$ cat src/sv/stc_pkg.sv
`timescale 1ns / 1ps
// ----------------------------------------------------------------------------
// stc_pkg: shared types and constants for the seconds-to-calendar converter
// Holds the packed-value selector codes, the reciprocal constants used for
// division by fixed divisors, the stage-to-stage field groups and the month
// boundary tables.
// ----------------------------------------------------------------------------
package stc_pkg;

    // Packed-value selector codes.
    localparam logic [2:0] CMD_TIME  = 3'd0;
    localparam logic [2:0] CMD_DATE  = 3'd1;
    localparam logic [2:0] CMD_MONTH = 3'd2;
    localparam logic [2:0] CMD_YEAR  = 3'd3;

    // Calendar constants.
    localparam logic [16:0] SECS_PER_DAY   = 17'd86400;
    localparam logic [11:0] SECS_PER_HOUR  = 12'd3600;
    localparam logic [5:0]  SECS_PER_MIN   = 6'd60;
    localparam logic [10:0] DAYS_PER_CYCLE = 11'd1461;
    localparam logic [8:0]  DAYS_LEAP      = 9'd366;
    localparam logic [8:0]  DAYS_COMMON    = 9'd365;
    localparam logic [2:0]  EPOCH_WEEKDAY  = 3'd6;
    localparam logic [7:0]  CENTURY_YEAR   = 8'd100;

    // Reciprocals: floor(x / d) == (x * RECIP) >> SHIFT, exact over the
    // full input range of each use.
    // seconds[31:7] / 675 gives the day count.
    localparam logic [25:0] DAY_RECIP   = 26'd50903317;
    // seconds-of-day[16:4] / 225 gives the hour.
    localparam logic [13:0] HOUR_RECIP  = 14'd9321;
    // seconds-of-hour[11:2] / 15 gives the minute.
    localparam logic [10:0] MIN_RECIP   = 11'd1093;
    // days / 1461 gives the four-year cycle.
    localparam logic [16:0] CYCLE_RECIP = 17'd91868;
    // (days + 6) / 7 gives the week count.
    localparam logic [16:0] WEEK_RECIP  = 17'd74899;

    // Time-of-day fields passed to the output stage.
    typedef struct packed {
        logic [4:0] hour;
        logic [5:0] minute;
        logic [5:0] second;
    } stc_clock_t;

    // Date fields passed to the output stage.
    typedef struct packed {
        logic [4:0] day;
        logic [3:0] month;
        logic [7:0] year;
        logic [2:0] wday;
    } stc_date_t;

    // One complete result as held in the output buffer.
    typedef struct packed {
        logic [18:0] packed_value;
        logic [5:0]  second_of_minute;
        logic [5:0]  minute_of_hour;
        logic [4:0]  hour_of_day;
        logic [4:0]  day_of_month;
        logic [3:0]  month_of_year;
        logic [7:0]  years_elapsed;
        logic [2:0]  weekday;
    } stc_result_t;

    // Day of year (from one) of the last day of month idx+1.
    function automatic logic [8:0] month_end(input logic [3:0] idx, input logic leap);
        logic [8:0] base;
        begin
            case (idx)
                4'd0:    base = 9'd31;
                4'd1:    base = 9'd59;
                4'd2:    base = 9'd90;
                4'd3:    base = 9'd120;
                4'd4:    base = 9'd151;
                4'd5:    base = 9'd181;
                4'd6:    base = 9'd212;
                4'd7:    base = 9'd243;
                4'd8:    base = 9'd273;
                4'd9:    base = 9'd304;
                4'd10:   base = 9'd334;
                default: base = 9'd365;
            endcase
            // A leap February pushes every later boundary out by one day.
            if (leap && (idx != 4'd0))
            begin
                base = base + 9'd1;
            end
            return base;
        end
    endfunction

    // Days in the year before the first day of the given month (1..13).
    function automatic logic [8:0] month_start(input logic [3:0] month, input logic leap);
        logic [8:0] start;
        begin
            if (month <= 4'd1)
            begin
                start = 9'd0;
            end
            else
            begin
                start = month_end(month - 4'd2, leap);
            end
            return start;
        end
    endfunction

endpackage

$ cat src/sv/stc_if.sv
`timescale 1ns / 1ps
// ----------------------------------------------------------------------------
// stc_if: valid/ready channels of the seconds-to-calendar converter
// stc_req_if carries one timestamp and selector per transaction; stc_rsp_if
// carries one converted result per transaction.
// ----------------------------------------------------------------------------
interface stc_req_if;
    logic        valid;
    logic        ready;
    logic [31:0] seconds_count;
    logic [2:0]  cmd;

    modport source (output valid, output seconds_count, output cmd, input ready);
    modport sink   (input valid, input seconds_count, input cmd, output ready);
endinterface

interface stc_rsp_if;
    logic        valid;
    logic        ready;
    logic [18:0] packed_value;
    logic [5:0]  second_of_minute;
    logic [5:0]  minute_of_hour;
    logic [4:0]  hour_of_day;
    logic [4:0]  day_of_month;
    logic [3:0]  month_of_year;
    logic [7:0]  years_elapsed;
    logic [2:0]  weekday;

    modport source (
        output valid, output packed_value, output second_of_minute,
        output minute_of_hour, output hour_of_day, output day_of_month,
        output month_of_year, output years_elapsed, output weekday,
        input ready
    );
    modport sink (
        input valid, input packed_value, input second_of_minute,
        input minute_of_hour, input hour_of_day, input day_of_month,
        input month_of_year, input years_elapsed, input weekday,
        output ready
    );
endinterface

$ cat src/sv/stc_split.sv
`timescale 1ns / 1ps
// ----------------------------------------------------------------------------
// stc_split: splits a second count into whole days and seconds of the day
// Stages 1 to 3: input register, reciprocal multiply for the day count,
// then the remainder within the day.
// ----------------------------------------------------------------------------
module stc_split (
    input  logic        clk,
    input  logic        en,
    input  logic [31:0] seconds_count,
    output logic [15:0] days,
    output logic [16:0] in_day
);

    logic [31:0] secs_s1_reg;
    logic [31:0] secs_s1_next;
    logic [31:0] secs_s2_reg;
    logic [31:0] secs_s2_next;
    logic [15:0] days_s2_reg;
    logic [15:0] days_s2_next;
    logic [15:0] days_s3_reg;
    logic [15:0] days_s3_next;
    logic [16:0] in_day_s3_reg;
    logic [16:0] in_day_s3_next;
    logic [50:0] day_prod;
    logic [31:0] day_secs;

    // Stage 1 captures the incoming count.
    assign secs_s1_next = seconds_count;

    // Stage 2: days = seconds / 86400, as (seconds >> 7) / 675.
    assign day_prod     = 51'(secs_s1_reg[31:7]) * 51'(stc_pkg::DAY_RECIP);
    assign days_s2_next = day_prod[50:35];
    assign secs_s2_next = secs_s1_reg;

    // Stage 3: seconds left over within the day.
    assign day_secs       = 32'(days_s2_reg) * 32'(stc_pkg::SECS_PER_DAY);
    assign in_day_s3_next = 17'(secs_s2_reg - day_secs);
    assign days_s3_next   = days_s2_reg;

    always_ff @(posedge clk)
    begin
        if (en)
        begin
            secs_s1_reg   <= secs_s1_next;
            secs_s2_reg   <= secs_s2_next;
            days_s2_reg   <= days_s2_next;
            days_s3_reg   <= days_s3_next;
            in_day_s3_reg <= in_day_s3_next;
        end
    end

    assign days   = days_s3_reg;
    assign in_day = in_day_s3_reg;

endmodule

$ cat src/sv/stc_clock.sv
`timescale 1ns / 1ps
// ----------------------------------------------------------------------------
// stc_clock: hour, minute and second from the seconds of the day
// Stages 4 to 8: hour by reciprocal multiply, remainder in the hour, minute
// by reciprocal multiply, remainder in the minute, then an alignment stage.
// ----------------------------------------------------------------------------
module stc_clock (
    input  logic               clk,
    input  logic               en,
    input  logic [16:0]        in_day,
    output stc_pkg::stc_clock_t clock_fields
);

    logic [16:0] in_day_s4_reg;
    logic [16:0] in_day_s4_next;
    logic [4:0]  hour_s4_reg;
    logic [4:0]  hour_s4_next;
    logic [11:0] rem_s5_reg;
    logic [11:0] rem_s5_next;
    logic [4:0]  hour_s5_reg;
    logic [4:0]  hour_s5_next;
    logic [11:0] rem_s6_reg;
    logic [11:0] rem_s6_next;
    logic [5:0]  minute_s6_reg;
    logic [5:0]  minute_s6_next;
    logic [4:0]  hour_s6_reg;
    logic [4:0]  hour_s6_next;
    stc_pkg::stc_clock_t clock_s7_reg;
    stc_pkg::stc_clock_t clock_s7_next;
    stc_pkg::stc_clock_t clock_s8_reg;
    stc_pkg::stc_clock_t clock_s8_next;
    logic [26:0] hour_prod;
    logic [16:0] hour_secs;
    logic [20:0] minute_prod;
    logic [11:0] minute_secs;

    // Stage 4: hour = seconds_of_day / 3600, as (x >> 4) / 225.
    assign hour_prod      = 27'(in_day[16:4]) * 27'(stc_pkg::HOUR_RECIP);
    assign hour_s4_next   = hour_prod[25:21];
    assign in_day_s4_next = in_day;

    // Stage 5: seconds within the hour.
    assign hour_secs    = 17'(hour_s4_reg) * 17'(stc_pkg::SECS_PER_HOUR);
    assign rem_s5_next  = 12'(in_day_s4_reg - hour_secs);
    assign hour_s5_next = hour_s4_reg;

    // Stage 6: minute = seconds_of_hour / 60, as (x >> 2) / 15.
    assign minute_prod    = 21'(rem_s5_reg[11:2]) * 21'(stc_pkg::MIN_RECIP);
    assign minute_s6_next = minute_prod[19:14];
    assign rem_s6_next    = rem_s5_reg;
    assign hour_s6_next   = hour_s5_reg;

    // Stage 7: seconds within the minute.
    assign minute_secs = 12'(minute_s6_reg) * 12'(stc_pkg::SECS_PER_MIN);
    always_comb
    begin
        clock_s7_next.hour   = hour_s6_reg;
        clock_s7_next.minute = minute_s6_reg;
        clock_s7_next.second = 6'(rem_s6_reg - minute_secs);
    end

    // Stage 8 lines the time fields up with the date path.
    assign clock_s8_next = clock_s7_reg;

    always_ff @(posedge clk)
    begin
        if (en)
        begin
            in_day_s4_reg <= in_day_s4_next;
            hour_s4_reg   <= hour_s4_next;
            rem_s5_reg    <= rem_s5_next;
            hour_s5_reg   <= hour_s5_next;
            rem_s6_reg    <= rem_s6_next;
            minute_s6_reg <= minute_s6_next;
            hour_s6_reg   <= hour_s6_next;
            clock_s7_reg  <= clock_s7_next;
            clock_s8_reg  <= clock_s8_next;
        end
    end

    assign clock_fields = clock_s8_reg;

endmodule

$ cat src/sv/stc_date.sv
`timescale 1ns / 1ps
// ----------------------------------------------------------------------------
// stc_date: year, month, day of month and weekday from the day count
// Stages 4 to 8: four-year cycle and week quotient, their remainders, year
// and day of year, month by parallel boundary compares, then day of month.
// ----------------------------------------------------------------------------
module stc_date (
    input  logic               clk,
    input  logic               en,
    input  logic [15:0]        days,
    output stc_pkg::stc_date_t date_fields
);

    logic [5:0]  cyc_s4_reg;
    logic [5:0]  cyc_s4_next;
    logic [13:0] wq_s4_reg;
    logic [13:0] wq_s4_next;
    logic [15:0] days_s4_reg;
    logic [15:0] days_s4_next;
    logic [10:0] rem_s5_reg;
    logic [10:0] rem_s5_next;
    logic [5:0]  cyc_s5_reg;
    logic [5:0]  cyc_s5_next;
    logic [2:0]  wday_s5_reg;
    logic [2:0]  wday_s5_next;
    logic [7:0]  year_s6_reg;
    logic [7:0]  year_s6_next;
    logic [8:0]  doy_s6_reg;
    logic [8:0]  doy_s6_next;
    logic [2:0]  wday_s6_reg;
    logic [2:0]  wday_s6_next;
    logic [3:0]  month_s7_reg;
    logic [3:0]  month_s7_next;
    logic [8:0]  t_s7_reg;
    logic [8:0]  t_s7_next;
    logic        leap_s7_reg;
    logic        leap_s7_next;
    logic [7:0]  year_s7_reg;
    logic [7:0]  year_s7_next;
    logic [2:0]  wday_s7_reg;
    logic [2:0]  wday_s7_next;
    stc_pkg::stc_date_t date_s8_reg;
    stc_pkg::stc_date_t date_s8_next;
    logic [32:0] cyc_prod;
    logic [32:0] wq_prod;
    logic [15:0] days_shift;
    logic [15:0] cyc_days;
    logic [15:0] wq_days;
    logic [10:0] rem_common;
    logic [1:0]  year_off;
    logic [10:0] off_days;
    logic [11:0] passed;

    // Stage 4: cycle = days / 1461 and weeks = (days + 6) / 7.
    assign days_shift   = days + 16'(stc_pkg::EPOCH_WEEKDAY);
    assign cyc_prod     = 33'(days) * 33'(stc_pkg::CYCLE_RECIP);
    assign wq_prod      = 33'(days_shift) * 33'(stc_pkg::WEEK_RECIP);
    assign cyc_s4_next  = cyc_prod[32:27];
    assign wq_s4_next   = wq_prod[32:19];
    assign days_s4_next = days;

    // Stage 5: day within the cycle and weekday.
    assign cyc_days     = 16'(cyc_s4_reg) * 16'(stc_pkg::DAYS_PER_CYCLE);
    assign wq_days      = 16'(wq_s4_reg) * 16'd7;
    assign rem_s5_next  = 11'(days_s4_reg - cyc_days);
    assign wday_s5_next = 3'(days_s4_reg + 16'(stc_pkg::EPOCH_WEEKDAY) - wq_days);
    assign cyc_s5_next  = cyc_s4_reg;

    // Stage 6: the first year of a cycle is 366 days, the other three 365.
    assign rem_common = rem_s5_reg - 11'(stc_pkg::DAYS_LEAP);
    always_comb
    begin
        if (rem_common >= 11'd730)
        begin
            year_off = 2'd2;
            off_days = 11'd730;
        end
        else if (rem_common >= 11'(stc_pkg::DAYS_COMMON))
        begin
            year_off = 2'd1;
            off_days = 11'(stc_pkg::DAYS_COMMON);
        end
        else
        begin
            year_off = 2'd0;
            off_days = 11'd0;
        end

        if (rem_s5_reg < 11'(stc_pkg::DAYS_LEAP))
        begin
            year_s6_next = {cyc_s5_reg, 2'b00};
            doy_s6_next  = 9'(rem_s5_reg);
        end
        else
        begin
            year_s6_next = {cyc_s5_reg, 2'b00} + 8'd1 + 8'(year_off);
            doy_s6_next  = 9'(rem_common - off_days);
        end
    end
    assign wday_s6_next = wday_s5_reg;

    // Stage 7: month from the count of month ends already passed.
    // Gregorian leap test; within this year range only year 100 is a
    // multiple of four that is not a leap year.
    assign leap_s7_next = (year_s6_reg[1:0] == 2'b00) && (year_s6_reg != stc_pkg::CENTURY_YEAR);
    assign t_s7_next    = doy_s6_reg + 9'd1;
    always_comb
    begin
        for (int i = 0; i < 12; i++)
        begin
            passed[i] = (t_s7_next > stc_pkg::month_end(4'(i), leap_s7_next));
        end
        month_s7_next = 4'd1;
        for (int i = 0; i < 12; i++)
        begin
            month_s7_next = month_s7_next + 4'(passed[i]);
        end
    end
    assign year_s7_next = year_s6_reg;
    assign wday_s7_next = wday_s6_reg;

    // Stage 8: day of month. A 366-day year without a leap February ends in
    // a thirteenth month of one day.
    always_comb
    begin
        date_s8_next.day   = 5'(t_s7_reg - stc_pkg::month_start(month_s7_reg, leap_s7_reg));
        date_s8_next.month = month_s7_reg;
        date_s8_next.year  = year_s7_reg;
        date_s8_next.wday  = wday_s7_reg;
    end

    always_ff @(posedge clk)
    begin
        if (en)
        begin
            cyc_s4_reg   <= cyc_s4_next;
            wq_s4_reg    <= wq_s4_next;
            days_s4_reg  <= days_s4_next;
            rem_s5_reg   <= rem_s5_next;
            cyc_s5_reg   <= cyc_s5_next;
            wday_s5_reg  <= wday_s5_next;
            year_s6_reg  <= year_s6_next;
            doy_s6_reg   <= doy_s6_next;
            wday_s6_reg  <= wday_s6_next;
            month_s7_reg <= month_s7_next;
            t_s7_reg     <= t_s7_next;
            leap_s7_reg  <= leap_s7_next;
            year_s7_reg  <= year_s7_next;
            wday_s7_reg  <= wday_s7_next;
            date_s8_reg  <= date_s8_next;
        end
    end

    assign date_fields = date_s8_reg;

endmodule

$ cat src/sv/stc_pack.sv
`timescale 1ns / 1ps
// ----------------------------------------------------------------------------
// stc_pack: packed value selection and output skid buffer
// Forms the decimal-packed value chosen by cmd, writes the finished result
// into a two-entry buffer and drives the result channel. The pipeline
// advances whenever the buffer has a free entry.
// ----------------------------------------------------------------------------
module stc_pack (
    input  logic                clk,
    input  logic                rst_n,
    input  logic                in_valid,
    input  logic [2:0]          cmd,
    input  logic                zero_count,
    input  stc_pkg::stc_clock_t clock_fields,
    input  stc_pkg::stc_date_t  date_fields,
    output logic                en,
    stc_rsp_if.source           rsp
);

    stc_pkg::stc_result_t buf_reg [2];
    stc_pkg::stc_result_t entry_next;
    logic       wr_ptr_reg;
    logic       wr_ptr_next;
    logic       rd_ptr_reg;
    logic       rd_ptr_next;
    logic [1:0] count_reg;
    logic [1:0] count_next;
    logic       push;
    logic       pop;
    logic [18:0] time_value;
    logic [18:0] date_value;
    logic [18:0] sel_value;

    // Decimal packing: HHMMSS and DDMMYY.
    assign time_value = 19'(clock_fields.hour) * 19'd10000
                      + 19'(clock_fields.minute) * 19'd100
                      + 19'(clock_fields.second);
    assign date_value = 19'(date_fields.day) * 19'd10000
                      + 19'(date_fields.month) * 19'd100
                      + 19'(date_fields.year);

    always_comb
    begin
        unique case (cmd)
            stc_pkg::CMD_TIME:  sel_value = time_value;
            stc_pkg::CMD_DATE:  sel_value = date_value;
            stc_pkg::CMD_MONTH: sel_value = 19'(date_fields.month);
            stc_pkg::CMD_YEAR:  sel_value = 19'(date_fields.year);
            default:            sel_value = 19'd0;
        endcase
    end

    // A zero count gives a zero packed value for every selector.
    always_comb
    begin
        entry_next.packed_value     = zero_count ? 19'd0 : sel_value;
        entry_next.second_of_minute = clock_fields.second;
        entry_next.minute_of_hour   = clock_fields.minute;
        entry_next.hour_of_day      = clock_fields.hour;
        entry_next.day_of_month     = date_fields.day;
        entry_next.month_of_year    = date_fields.month;
        entry_next.years_elapsed    = date_fields.year;
        entry_next.weekday          = date_fields.wday;
    end

    // Buffer control.
    assign en          = ~count_reg[1];
    assign push        = en & in_valid;
    assign pop         = rsp.valid & rsp.ready;
    assign wr_ptr_next = wr_ptr_reg ^ push;
    assign rd_ptr_next = rd_ptr_reg ^ pop;
    assign count_next  = count_reg + 2'(push) - 2'(pop);

    always_ff @(posedge clk or negedge rst_n)
    begin
        if (!rst_n)
        begin
            wr_ptr_reg <= 1'b0;
            rd_ptr_reg <= 1'b0;
            count_reg  <= 2'd0;
        end
        else
        begin
            wr_ptr_reg <= wr_ptr_next;
            rd_ptr_reg <= rd_ptr_next;
            count_reg  <= count_next;
        end
    end

    // Buffer storage.
    always_ff @(posedge clk)
    begin
        if (push)
        begin
            buf_reg[wr_ptr_reg] <= entry_next;
        end
    end

    // Result channel.
    assign rsp.valid            = (count_reg != 2'd0);
    assign rsp.packed_value     = buf_reg[rd_ptr_reg].packed_value;
    assign rsp.second_of_minute = buf_reg[rd_ptr_reg].second_of_minute;
    assign rsp.minute_of_hour   = buf_reg[rd_ptr_reg].minute_of_hour;
    assign rsp.hour_of_day      = buf_reg[rd_ptr_reg].hour_of_day;
    assign rsp.day_of_month     = buf_reg[rd_ptr_reg].day_of_month;
    assign rsp.month_of_year    = buf_reg[rd_ptr_reg].month_of_year;
    assign rsp.years_elapsed    = buf_reg[rd_ptr_reg].years_elapsed;
    assign rsp.weekday          = buf_reg[rd_ptr_reg].weekday;

    // The buffer never holds more than two transactions.
    a_count_range: assert property (@(posedge clk) disable iff (!rst_n)
        count_reg != 2'd3)
        else $error("output buffer count out of range");

    // Occupancy follows pushes and pops.
    a_count_track: assert property (@(posedge clk) disable iff (!rst_n)
        (push && !pop) |=> (count_reg == $past(count_reg) + 2'd1))
        else $error("output buffer count lost a push");

    // Time-of-day fields reaching the buffer are in range.
    a_clock_range: assert property (@(posedge clk) disable iff (!rst_n)
        in_valid |-> (clock_fields.hour <= 5'd23 && clock_fields.minute <= 6'd59
                      && clock_fields.second <= 6'd59))
        else $error("time of day out of range");

    // Date fields reaching the buffer are in range.
    a_date_range: assert property (@(posedge clk) disable iff (!rst_n)
        in_valid |-> (date_fields.month >= 4'd1 && date_fields.month <= 4'd13
                      && date_fields.day >= 5'd1 && date_fields.wday <= 3'd6
                      && date_fields.year <= 8'd136))
        else $error("date out of range");

endmodule

$ cat src/sv/seconds_to_calendar_top.sv
`timescale 1ns / 1ps
// ----------------------------------------------------------------------------
// seconds_to_calendar_top: epoch seconds to time of day, date and weekday
// Converts a 32-bit second count since year zero into calendar fields and
// one decimal-packed value selected by cmd.
// ----------------------------------------------------------------------------
// Usage:
//   req carries seconds_count and cmd; a transaction completes when valid
//   and ready are both high. rsp carries the packed value and the calendar
//   fields with the same handshake, one result per request, in order.
//   A request passes through eight pipeline stages (day split, hour and
//   cycle quotients, remainders, year, month, day of month) and a write
//   into a two-entry output buffer before rsp.valid goes high.
//   Throughput is one transaction per cycle while the buffer has a free
//   entry: no stage chains more than one multiply, so a new request can
//   enter every clock unless the pipeline holds.
//   When the receiver holds rsp.ready low the buffer absorbs results; once
//   both entries are full the whole pipeline holds and req.ready drops,
//   and no transaction is lost or repeated. Bubbles still drain into the
//   buffer while it has room.
//   Reset clears the stage valid bits and the buffer; the block has no
//   state between transactions and takes requests right after reset.
// ----------------------------------------------------------------------------
module seconds_to_calendar_top (
    input  logic      clk,
    input  logic      rst_n,
    stc_req_if.sink   req,
    stc_rsp_if.source rsp
);

    localparam int STAGES = 8;

    logic [STAGES-1:0] valid_reg;
    logic [STAGES-1:0] valid_next;
    logic [2:0]        cmd_reg  [STAGES];
    logic [2:0]        cmd_next [STAGES];
    logic [STAGES-1:0] zero_reg;
    logic [STAGES-1:0] zero_next;
    logic              en;
    logic [15:0]       days;
    logic [16:0]       in_day;
    stc_pkg::stc_clock_t clock_fields;
    stc_pkg::stc_date_t  date_fields;

    assign req.ready = en;

    // Valid bits, selector and zero flag travel alongside the data stages.
    always_comb
    begin
        valid_next[0] = req.valid;
        cmd_next[0]   = req.cmd;
        zero_next[0]  = (req.seconds_count == 32'd0);
        for (int i = 1; i < STAGES; i++)
        begin
            valid_next[i] = valid_reg[i-1];
            cmd_next[i]   = cmd_reg[i-1];
            zero_next[i]  = zero_reg[i-1];
        end
    end

    always_ff @(posedge clk or negedge rst_n)
    begin
        if (!rst_n)
        begin
            valid_reg <= '0;
        end
        else if (en)
        begin
            valid_reg <= valid_next;
        end
    end

    always_ff @(posedge clk)
    begin
        if (en)
        begin
            cmd_reg  <= cmd_next;
            zero_reg <= zero_next;
        end
    end

    // Stages 1 to 3.
    stc_split u_split (
        .clk           (clk),
        .en            (en),
        .seconds_count (req.seconds_count),
        .days          (days),
        .in_day        (in_day)
    );

    // Stages 4 to 8, time of day.
    stc_clock u_clock (
        .clk          (clk),
        .en           (en),
        .in_day       (in_day),
        .clock_fields (clock_fields)
    );

    // Stages 4 to 8, date and weekday.
    stc_date u_date (
        .clk         (clk),
        .en          (en),
        .days        (days),
        .date_fields (date_fields)
    );

    // Packing and output buffer.
    stc_pack u_pack (
        .clk          (clk),
        .rst_n        (rst_n),
        .in_valid     (valid_reg[STAGES-1]),
        .cmd          (cmd_reg[STAGES-1]),
        .zero_count   (zero_reg[STAGES-1]),
        .clock_fields (clock_fields),
        .date_fields  (date_fields),
        .en           (en),
        .rsp          (rsp)
    );

endmodule

$ cat src/flat_wrapper.sv
// flat-port wrapper written by rule: the top's interface ports become plain ports
module seconds_to_calendar_top_flat 
  (clk, rst_n, req_valid, req_seconds_count, req_cmd, req_ready, rsp_valid, rsp_packed_value, rsp_second_of_minute, rsp_minute_of_hour, rsp_hour_of_day, rsp_day_of_month, rsp_month_of_year, rsp_years_elapsed, rsp_weekday, rsp_ready);
  stc_req_if req_i ();
  stc_rsp_if rsp_i ();
  input  logic clk;
  input  logic rst_n;
  input wire logic [$bits(req_i.valid)-1:0] req_valid;
  input wire logic [$bits(req_i.seconds_count)-1:0] req_seconds_count;
  input wire logic [$bits(req_i.cmd)-1:0] req_cmd;
  output wire logic [$bits(req_i.ready)-1:0] req_ready;
  output wire logic [$bits(rsp_i.valid)-1:0] rsp_valid;
  output wire logic [$bits(rsp_i.packed_value)-1:0] rsp_packed_value;
  output wire logic [$bits(rsp_i.second_of_minute)-1:0] rsp_second_of_minute;
  output wire logic [$bits(rsp_i.minute_of_hour)-1:0] rsp_minute_of_hour;
  output wire logic [$bits(rsp_i.hour_of_day)-1:0] rsp_hour_of_day;
  output wire logic [$bits(rsp_i.day_of_month)-1:0] rsp_day_of_month;
  output wire logic [$bits(rsp_i.month_of_year)-1:0] rsp_month_of_year;
  output wire logic [$bits(rsp_i.years_elapsed)-1:0] rsp_years_elapsed;
  output wire logic [$bits(rsp_i.weekday)-1:0] rsp_weekday;
  input wire logic [$bits(rsp_i.ready)-1:0] rsp_ready;
  assign req_i.valid = req_valid;
  assign req_i.seconds_count = req_seconds_count;
  assign req_i.cmd = req_cmd;
  assign req_ready = req_i.ready;
  assign rsp_valid = rsp_i.valid;
  assign rsp_packed_value = rsp_i.packed_value;
  assign rsp_second_of_minute = rsp_i.second_of_minute;
  assign rsp_minute_of_hour = rsp_i.minute_of_hour;
  assign rsp_hour_of_day = rsp_i.hour_of_day;
  assign rsp_day_of_month = rsp_i.day_of_month;
  assign rsp_month_of_year = rsp_i.month_of_year;
  assign rsp_years_elapsed = rsp_i.years_elapsed;
  assign rsp_weekday = rsp_i.weekday;
  assign rsp_i.ready = rsp_ready;
  seconds_to_calendar_top u_core (.clk(clk), .rst_n(rst_n), .req(req_i), .rsp(rsp_i));
endmodule
$ cat config.mk
export PLATFORM = sky130hd
export DESIGN_NAME = seconds_to_calendar_top_flat
export DESIGN_NICKNAME = d
export VERILOG_FILES = /design/src/sv/stc_pkg.sv /design/src/sv/stc_if.sv /design/src/sv/stc_split.sv /design/src/sv/stc_clock.sv /design/src/sv/stc_date.sv /design/src/sv/stc_pack.sv /design/src/sv/seconds_to_calendar_top.sv /design/src/flat_wrapper.sv
export SDC_FILE = /design/constraint.sdc
export NUM_CORES = 2
export LEC_CHECK = 0
export BUFFER_PORTS_ARGS = -buffer_cell sky130_fd_sc_hd__buf_2
export CORE_MARGIN = 4
export CORE_UTILIZATION = 45
export DETAILED_ROUTE_END_ITERATION = 8
export GPL_ROUTABILITY_DRIVEN = 0
export RECOVER_POWER = 50
export SLEW_MARGIN = 40
export SYNTH_ARGS = -nofsm -noshare
export SYNTH_HDL_FRONTEND = slang
export SYNTH_SLANG_ARGS = --single-unit
$ cat constraint.sdc
create_clock -name clk -period 26.4 [get_ports clk]
set_input_delay 5.28 -clock clk [delete_from_list [all_inputs] [get_ports clk]]
set_output_delay 5.28 -clock clk [all_outputs]
set_load 0.01 [all_outputs]
==> results.md <==
- Hold_buf cts: 0
- Crit share post-route: 0.347
- WL per Instance: 16.1 um
- Cells after synthesis: 3616
- Clock tree buffer depth: 3
- Post-CTS Setup Bufs: 0
- Slew headroom: -1.74
- Worst setup SP type: register
- Pin count of the biggest net entering global routing: 73
- Total GRT Usage: 0.171
- Layout area overhead: 8.78%
- Hold Slack: 0.408 ns
- Final Slew Violations: 181
- Synth Net Count: 4907
- Worst Setup Path Type: register to output port
- Setup tns final: 0 ns
- Warnings from Yosys: 0
- CTS Buf Count: 51
- Total wire length: 81300 um
- Die Ht: 314 um
- Core box area: 0.0922 sq mm
- Fin crit period: 9.16 ns
- CTS clk-pin slew, worst paths: 0.06 ns
- Dpl ws: 19.27 ns
- Post-synth EDFFs: 428
- Failing checks: capacitance limit, slew limit
- Setup Skew: 0.0183 ns
- H-tree depth: 2
- Layout cells sized above 1: 0.0738
- FFs w/ async S/R, synth: 0.0273
- Detailed-route via count: 24700
- Crit-path max FO: 52
- DR vias/cell: 4.89
- Max FFs per register: 112
- Count of cell types in the netlist: 75
- Final WS setup: 17.24 ns
- Number of routed nets with antenna violations: 0
- DR pass1 iterations: 5
- GRT overflow: 0
- Ports: 97
- Clock Sinks: 440
- Root buffer cell: clkbuf_16
- Final hold vios: 0
- HP Class: register to register
- Skew-Pair Late Insertion Delay: 0.61 ns
- Chip Width: 314 um
- Most used DFF post-synth: edfxtp_1
- Register area share after synthesis: 0.313
- Fin nets: 5044
- Vias in the first global route: 25800
- Initial detailed-routing violation count: 1197
- Layout fillers: 8326
- Fmax: 0.109 GHz
- Most frequent cells in the layout: 902 x inv_1, 843 x ha_1, 428 x edfxtp_1
- R2R setup slack: 19.29 ns
- Number of remaining DRC errors: 0
- Finish-stage setup viols: 0
- Die area: 0.0985 sq mm
- Synth Cell Area: 0.0421 sq mm
- Most common cell after layout, fill and taps aside: inv_1
- Post-route core utilization: 0.496
- Gates resized, CTS repair: 0
- Initial antenna violation count: 3
- Outcome: finished with violations
- Clock tree from TritonCTS: yes
- Crit path required time: 21.12 ns
- Worst setup EP type: output port
- First-pass GRT wire length: 134000 um
- Arr. time, crit path: 3.88 ns
- Num rows: 111
- Port Buffers: 96
- Syn_area_per_cell: 11.6 sq um
- Yosys reg bits: 440
- HPWL after DPL: 67700 um
- Max-Cap Viols: 3
- Slew @ Worst Pin: 4.11 ns
- Starting density of the core: 0.456
- Unrepaired setup endpoints after global routing: no
[path summary, 6_finish.rpt]
kind                                                 from  depth (start not counted)                        endpoint
max                            u_core.u_pack.count_reg[1]                          2                       req_ready
min                                   u_core.cmd_next[20]                          0             u_core.cmd_next[17]
max reg2reg                u_core.u_split.secs_s1_reg[12]                         21  u_core.u_split.days_s2_reg[14]
min reg2reg                           u_core.cmd_next[20]                          0             u_core.cmd_next[17]
max in group asynchronous                           rst_n                          1        u_core.u_pack.rd_ptr_reg
min in group asynchronous                           rst_n                          1             u_core.valid_reg[1]
[final cells by class]
cell class / instances / area [sq um] / share of cell area
repair buffers: 106 / 552 / 0.0121
well taps: 1243 / 1560 / 0.0340
flip-flops and latches: 440 / 13200 / 0.287
inverters: 904 / 3390 / 0.0742
clock buffers: 57 / 1320 / 0.0288
clock inverters: 37 / 328 / 0.00716
diodes: 1 / 2.50 / 0.0000547
multi-input cells: 2250 / 25500 / 0.556
[layer usage]
metal | global-route usage | vias to the layer above | wire, um
li1 | - | 12300 | -
met1 | 0.225 | 11900 | 36400
met5 | 0 | - | 0
met4 | 0.0451 | 0 | 2020
met2 | 0.295 | 334 | 39600
met3 | 0.0264 | 97 | 3280
[Yosys cell counts, types with 13 or more instances]
master	instances	area share
o21bai_1	18	0.0032
o21a_1	14	0.0025
and3_1	14	0.0021
inv_1	903	0.081
xnor2_1	134	0.028
or2_2	15	0.0022
a31oi_1	20	0.0030
a21o_1	36	0.0064
o211ai_1	13	0.0023
a211oi_1	13	0.0023
edfxtp_1	428	0.31
fa_1	409	0.19
clkbuf_1	22	0.0020
o21ai_0	64	0.0076
nand2_1	93	0.0083
xor2_1	52	0.011
nand3_1	33	0.0039
ha_1	843	0.25
a21oi_1	110	0.013
nor2_1	100	0.0089
nor3_1	22	0.0026
nor2b_1	17	0.0025
mux2_2	65	0.017
[logic make-up after synthesis]
logic type	count (synthesis)	share of synthesized area
simple gates	361	0.0417
fa+ha+maj	1252	0.445
xor+xnor	186	0.0387
buf+inv	926	0.0826
mux	75	0.0198
compound gates	376	0.0594
flops	440	0.313
[worst max-delay path: stages (launching register included)]
cell        delay (ns)
dfrtp_1           0.62
clkinvlp_2        1.87
buf_2             0.73
[through the flow]
step           area [sq um]  std cells
4_1_cts               45800       5037
3_3_place_gp          44100       4942
2_1_floorplan         42100       3616
5_1_grt               45800       5037
6_report              45800       5038
3_5_place_dp          44100       4943
Power is left out: the tool's default activity adds up to more than one toggle a clock period on the data nets, which glitch-free logic cannot reach.
